$ cat src/eps_pkg.sv
// shared types and constants for the edge proximity search block
`timescale 1ns / 1ps

package eps_pkg;

   localparam int POS_W = 10;
   localparam int PIX_W = 8;
   localparam int RAD_W = 5;

   localparam int DEF_IMG_WIDTH  = 1024;
   localparam int DEF_IMG_HEIGHT = 768;
   localparam int DEF_MAX_RADIUS = 31;

   localparam logic [PIX_W-1:0] THRESHOLD_RESET = 8'd240;

   localparam logic CMD_WRITE = 1'b0;
   localparam logic CMD_QUERY = 1'b1;

   // sequencer status toward the top level
   typedef struct packed {
      logic busy;
      logic res_valid;
      logic res_found;
   } eps_seq_status_type;

endpackage

$ cat src/eps_window_seq.sv
// window scan sequencer: clipping, address walk and threshold compare
`timescale 1ns / 1ps

module eps_window_seq import eps_pkg::*; #(
   parameter int IMG_WIDTH  = DEF_IMG_WIDTH,
   parameter int IMG_HEIGHT = DEF_IMG_HEIGHT,
   parameter int MAX_RADIUS = DEF_MAX_RADIUS,
   localparam int AW     = $clog2(IMG_WIDTH * IMG_HEIGHT),
   localparam int XY_MAX = (IMG_WIDTH > IMG_HEIGHT) ? IMG_WIDTH : IMG_HEIGHT,
   localparam int CW     = (($clog2(XY_MAX) > POS_W) ? $clog2(XY_MAX) : POS_W) + 1
) (
   input  logic               clock,
   input  logic               reset,
   input  logic               start,
   input  logic [POS_W-1:0]   pos_x,
   input  logic [POS_W-1:0]   pos_y,
   input  logic [RAD_W-1:0]   radius,
   input  logic [PIX_W-1:0]   threshold,
   input  logic               res_ready,
   output eps_seq_status_type status,
   output logic               rd_en,
   output logic [AW-1:0]      rd_addr,
   input  logic [PIX_W-1:0]   rd_data,
   input  logic               rd_vld
);

   typedef enum logic [2:0] {
      ST_IDLE,
      ST_CLIP,
      ST_BASE,
      ST_SCAN,
      ST_DRAIN,
      ST_FINISH
   } state_type;

   localparam logic [CW-1:0] X_LIM   = CW'(IMG_WIDTH - 1);
   localparam logic [CW-1:0] Y_LIM   = CW'(IMG_HEIGHT - 1);
   localparam logic [CW-1:0] RAD_LIM = CW'(MAX_RADIUS);
   localparam logic [AW-1:0] ROW_STEP = AW'(IMG_WIDTH);

   state_type     state_ff, state_in;
   logic [CW-1:0] px_ff, px_in, py_ff, py_in, rad_ff, rad_in;
   logic [CW-1:0] c0_ff, c0_in, c1_ff, c1_in, r0_ff, r0_in, r1_ff, r1_in;
   logic [CW-1:0] col_ff, col_in, row_ff, row_in;
   logic [AW-1:0] addr_ff, addr_in, rowbase_ff, rowbase_in;
   logic          found_ff, found_in;

   logic [CW-1:0] rad_req;
   logic [CW-1:0] x_sum, y_sum;
   logic [AW-1:0] base_addr;
   logic          hit;

   assign rad_req   = CW'(radius);
   assign x_sum     = px_ff + rad_ff;
   assign y_sum     = py_ff + rad_ff;
   assign base_addr = AW'(r0_ff) * ROW_STEP + AW'(c0_ff);
   // the one compare unit, fed by the registered read
   assign hit       = rd_vld && (rd_data >= threshold);

   always_comb begin
      state_in   = state_ff;
      px_in      = px_ff;
      py_in      = py_ff;
      rad_in     = rad_ff;
      c0_in      = c0_ff;
      c1_in      = c1_ff;
      r0_in      = r0_ff;
      r1_in      = r1_ff;
      col_in     = col_ff;
      row_in     = row_ff;
      addr_in    = addr_ff;
      rowbase_in = rowbase_ff;
      found_in   = found_ff;
      rd_en      = 1'b0;

      case (state_ff)
         ST_IDLE: begin
            if (start) begin
               px_in    = CW'(pos_x);
               py_in    = CW'(pos_y);
               rad_in   = (rad_req > RAD_LIM) ? RAD_LIM : rad_req;
               state_in = ST_CLIP;
            end
         end
         ST_CLIP: begin
            c0_in    = (px_ff < rad_ff) ? '0 : px_ff - rad_ff;
            r0_in    = (py_ff < rad_ff) ? '0 : py_ff - rad_ff;
            c1_in    = (x_sum > X_LIM) ? X_LIM : x_sum;
            r1_in    = (y_sum > Y_LIM) ? Y_LIM : y_sum;
            state_in = ST_BASE;
         end
         ST_BASE: begin
            if ((c0_ff > c1_ff) || (r0_ff > r1_ff)) begin
               found_in = 1'b0;
               state_in = ST_FINISH;
            end else begin
               col_in     = c0_ff;
               row_in     = r0_ff;
               addr_in    = base_addr;
               rowbase_in = base_addr;
               state_in   = ST_SCAN;
            end
         end
         ST_SCAN: begin
            if (hit) begin
               found_in = 1'b1;
               state_in = ST_FINISH;
            end else begin
               rd_en = 1'b1;
               if (col_ff == c1_ff) begin
                  if (row_ff == r1_ff) begin
                     state_in = ST_DRAIN;
                  end else begin
                     row_in     = row_ff + CW'(1);
                     col_in     = c0_ff;
                     addr_in    = rowbase_ff + ROW_STEP;
                     rowbase_in = rowbase_ff + ROW_STEP;
                  end
               end else begin
                  col_in  = col_ff + CW'(1);
                  addr_in = addr_ff + AW'(1);
               end
            end
         end
         ST_DRAIN: begin
            // last read of the window lands here
            found_in = hit;
            state_in = ST_FINISH;
         end
         ST_FINISH: begin
            if (res_ready) begin
               state_in = ST_IDLE;
            end
         end
         default: begin
            state_in = ST_IDLE;
         end
      endcase
   end

   always_ff @(posedge clock) begin
      if (reset) begin
         state_ff <= ST_IDLE;
         found_ff <= 1'b0;
      end else begin
         state_ff <= state_in;
         found_ff <= found_in;
      end
      px_ff      <= px_in;
      py_ff      <= py_in;
      rad_ff     <= rad_in;
      c0_ff      <= c0_in;
      c1_ff      <= c1_in;
      r0_ff      <= r0_in;
      r1_ff      <= r1_in;
      col_ff     <= col_in;
      row_ff     <= row_in;
      addr_ff    <= addr_in;
      rowbase_ff <= rowbase_in;
   end

   assign rd_addr          = addr_ff;
   assign status.busy      = (state_ff != ST_IDLE);
   assign status.res_valid = (state_ff == ST_FINISH);
   assign status.res_found = found_ff;

   a_start_idle: assert property (@(posedge clock) disable iff (reset)
      start |-> (state_ff == ST_IDLE))
      else $error("query started while sequencer busy");

   a_scan_in_window: assert property (@(posedge clock) disable iff (reset)
      (state_ff == ST_SCAN) |-> (col_ff >= c0_ff && col_ff <= c1_ff &&
                                 row_ff >= r0_ff && row_ff <= r1_ff))
      else $error("scan position left the clipped window");

   a_addr_track: assert property (@(posedge clock) disable iff (reset)
      (state_ff == ST_SCAN) |-> (addr_ff == rowbase_ff + AW'(col_ff - c0_ff)))
      else $error("read address out of step with column counter");

   a_result_hold: assert property (@(posedge clock) disable iff (reset)
      (status.res_valid && !res_ready) |=> (status.res_valid && $stable(found_ff)))
      else $error("pending result dropped or changed");

endmodule

$ cat config.mk
export PLATFORM = sky130hd
export DESIGN_NAME = eps_window_seq
export DESIGN_NICKNAME = d
export VERILOG_FILES = /design/src/eps_pkg.sv /design/src/eps_window_seq.sv
export SDC_FILE = /design/constraint.sdc
export NUM_CORES = 1
export LEC_CHECK = 0
export ABC_CLOCK_PERIOD_IN_PS = 11200
export BUFFER_PORTS_ARGS = -buffer_cell sky130_fd_sc_hd__buf_2
export CAP_MARGIN = 20
export CORE_ASPECT_RATIO = 0.75
export CORE_MARGIN = 2
export CORE_UTILIZATION = 45
export DETAILED_ROUTE_END_ITERATION = 16
export PLACE_DENSITY_LB_ADDON = 0.08
export SYNTH_ARGS = -nofsm -noshare
export SYNTH_HDL_FRONTEND = slang
export SYNTH_SLANG_ARGS = --single-unit
$ cat constraint.sdc
create_clock -name clock -period 11.2 [get_ports clock]
set_input_delay 0.56 -clock clock [delete_from_list [all_inputs] [get_ports clock]]
set_output_delay 0.56 -clock clock [all_outputs]
set_load 0.005 [all_outputs]
==> impl_metrics.yaml <==
grt:
  grt_pass1_wl_mm: 29.3
  grt_pass1_vias: 5747
  antenna_found_initial: 0
  grt_max_degree: 49
  track_usage: 0.192
  overflow: 0
power:
  p_comb_frac: 0.238
  switching_power_mw: 0.530
  p_seq_frac: 0.444
  ir_worst_vdd_mv: 0.0982
  clkPwrFrac: 0.318
  p_per_area_nw_per_um2: 176
  p_sw_frac: 0.319
  leakage_nw: 3.76
  total_power_mw: 1.66
  p_int_mw: 1.13
drt:
  drt_wl_total_mm: 18.2
  drtPass1Iterations: 7
  antenna_left: 0
  dr.first_iter.drc_count: 449
  vias: 5943
  drc_errors: 0
  drt-wirelength-per-cell_microns: 16.3
  routed_via_density: 5.32
clock_tree:
  clockBufferDepth: 2
  root_buffer: "clkbuf_16"
  cts_sinks: 135
  postCtsSetupBuffers: 0
  hold_buffers: 0
  cts_tree: "built"
  cts_buffers: 17
  h-tree-depth: 4
  insertion_delay_ns: 0.42
  clk_pin_slew_ns: 0.06
  cts-resized-gates: 0
yosys:
  netlist_instances: 792
  synth_compound_area_frac: 0.119
  synthMuxAreaShare: 0.00751
  yosysWarnings: 0
  syn_area_per_cell_sq_um: 10.5
  synth_edf_count: 131
  synth_area_sq_um: 8330
  yosys.area_share.simple: 0.165
  synth_commonest_cells: "131 x edfxtp_1, 77 x nand2_1, 61 x nor2_1, 57 x inv_1, 56 x ha_1"
  synthAdderAreaFrac: 0.0938
  ys_seq_area_frac: 0.482
  synth_seq_cells: 135
  synth_flop_cell: "edfxtp_1"
  ys_types: 72
  synth_top_area_share: 0.472
  synth_largest_area_cell: "edfxtp_1"
  ys_top_cells_by_area: "edfxtp_1 47%, ha_1 8.4%, xor2_1 5.8%"
  synth-xor-area-share: 0.0905
  synth_most_common_cell: "edfxtp_1"
  async_reset_ff_frac: 0
  synth_top_family_by_area: "simple AND/OR/NAND/NOR gates"
worst_setup_path:
  cp-start-kind: "register"
  rrSetupSlack_ns: 8.14
  cp.required_ns: 11.33
  path_max_fanout: 27
  worstPathArrival_ns: 3.19
  endpoint_kind: "register"
  cp_slowest_cell: "nor2_2"
  crit_type: "reg2reg"
  rr_worst_depth: 5
  path_cells: "clkinv_1 -> nor2_2 -> nand2_1 -> nand2_1 -> o21ai_0"
  worstReg2RegStart: "state_ff[0]$_SDFFE_PP0P_"
  cpPeakStageDelay_ns: 0.87
  r2r_end: "col_ff[4]$_DFFE_PP_"
  path_common_cell: "nand2_1"
die:
  core.rowCount: 43
  die-area_sq_um: 19600
  core_sq_um: 18300
  io_pins: 70
  start_util: 0.455
  die_y_microns: 122
  die_x_microns: 161
sta:
  timing.hold.ws_ns: 0.312
  setup_viol: 0
  slew_viol_final: 0
  period_share: 0.273
  hold_viol_final: 0
  min_period_ns: 3.06
  worst_pin_slew_ns: 1.03
  fin_skew_ns: 0.0121
  setup-tns-final_ns: 0
  slew_headroom: 0.315
  rsz0062_at_grt: "no"
  fmaxAchievable_mhz: 327
final_layout:
  antenna_cells: 0
  postLayoutCoreUtil: 0.518
  syn2layout_area_growth_pct: 13.9
  drive_gt1_frac: 0.150
  fin_nets: 964
place:
  routabilityCongestion: 0.884
  io_buffers: 69
  dp_hpwl_mm: 13.8
worst_hold_path:
  holdPathEnd: "py_ff[6]$_DFFE_PP_"
  holdCritStartpoint: "pos_y[6]"
  min_path_type: "in2reg"
  whs_path_depth: 1
job:
  maxCapViolCount: 0
run_status:
  outcome: "finished, final reports clean"
critical path, delay by kind of cell (launching register included):
| kind | cells | cell delay, ns |
|---|---|---|
| buf+inv | 1 | 0.34 |
| simple gates | 3 | 1.76 |
| flops | 1 | 0.54 |
| compound gates | 1 | 0.12 |
per-layer routing:
| layer | wire length [microns] | vias up | share of wire | GRT usage |
|---|---|---|---|---|
| li1 | - | 2968 | - | - |
| met1 | 9080 | 2822 | 0.50 | 0.271 |
| met2 | 8190 | 138 | 0.45 | 0.301 |
| met3 | 717 | 15 | 0.039 | 0.0306 |
| met4 | 233 | 0 | 0.013 | 0.0731 |
| met5 | 0 | - | 0 | 0 |
cells in the final DEF (no fill, tap or decap), types with 3 or more instances in the layout:
cell type	instances
a31oi_1	9
o31a_1	4
xor2_1	55
nand2b_1	7
nand3_1	31
and2_1	10
nand3b_1	4
a21oi_1	35
nor4_1	3
clkbuf_16	17
o21ai_1	3
nor2b_1	8
a221oi_1	4
fa_1	4
xnor2_1	31
nand4_1	10
nor2_1	60
nor3_1	18
clkinvlp_4	5
and3_1	16
ha_1	56
dfxtp_1	4
o21bai_1	14
o21a_1	5
a211oi_1	3
o21ai_0	42
buf_4	4
nor4_2	3
mux2i_1	4
o211ai_1	3
nand2_1	77
clkinv_4	4
and4_1	3
or4_1	3
inv_1	57
buf_2	69
edfxtp_1	131
kinds of logic after synthesis:
logic type	count (synthesis)
multiplexers	6
flip-flops	135
adder cells (fa/ha/maj)	60
AND/OR/NAND/NOR	270
XOR/XNOR	86
other	1
AO/OA/AOI/OAI	148
buffers and inverters	86
layout make-up:
type                    count  area [sq um]
fillers                  1686          8810
multi-input cells         572          3990
clock buffers              19           433
repair buffers             74           390
well taps                 247           309
clock inverters            13           125
inverters                  58           218
flip-flops and latches    135          4010
state kept, by name, summed over array words and instances, names as in the netlist:
name / cells
r1_ff: 11
rowbase_ff: 20
rad_ff: 5
c0_ff: 11
state_ff: 3
r0_ff: 11
col_ff: 11
px_ff: 10
rd_addr: 20
found_ff: 1
py_ff: 10
row_ff: 11
c1_ff: 11
power by group through the flow:
stage / Sequential [mW] / Clock, mW / Combinational (mW)
2_1_floorplan: 0.719 / 0 / 0.299
3_3_place_gp: 0.747 / 0 / 0.379
3_5_place_dp: 0.749 / 0 / 0.393
4_1_cts: 0.739 / 0.540 / 0.395
5_1_grt: 0.749 / 0.560 / 0.449
6_report: 0.739 / 0.529 / 0.396
worst max path at each step:
stage / from / endpoint / cells past startpoint
2_1_floorplan: threshold[2] / col_ff[0]$_DFFE_PP_ / 7
3_3_place_gp: state_ff[0]$_SDFFE_PP0P_ / rd_addr[18]$_DFFE_PP_ / 5
3_5_place_dp: state_ff[0]$_SDFFE_PP0P_ / rd_addr[18]$_DFFE_PP_ / 5
4_1_cts: state_ff[0]$_SDFFE_PP0P_ / rd_addr[18]$_DFFE_PP_ / 5
5_1_grt: state_ff[0]$_SDFFE_PP0P_ / col_ff[5]$_DFFE_PP_ / 5
6_report: state_ff[0]$_SDFFE_PP0P_ / col_ff[4]$_DFFE_PP_ / 5
through the flow:
step	instance area, sq um	instances	worst slack (ns)
6_report	9480	1118	8.14
5_1_grt	9480	1118	7.85
3_5_place_dp	8910	1085	8.13
4_1_cts	9460	1117	8.13
3_3_place_gp	8910	1085	8.22
2_1_floorplan	8330	793	6.77
Power figures use the tool's default switching activity.
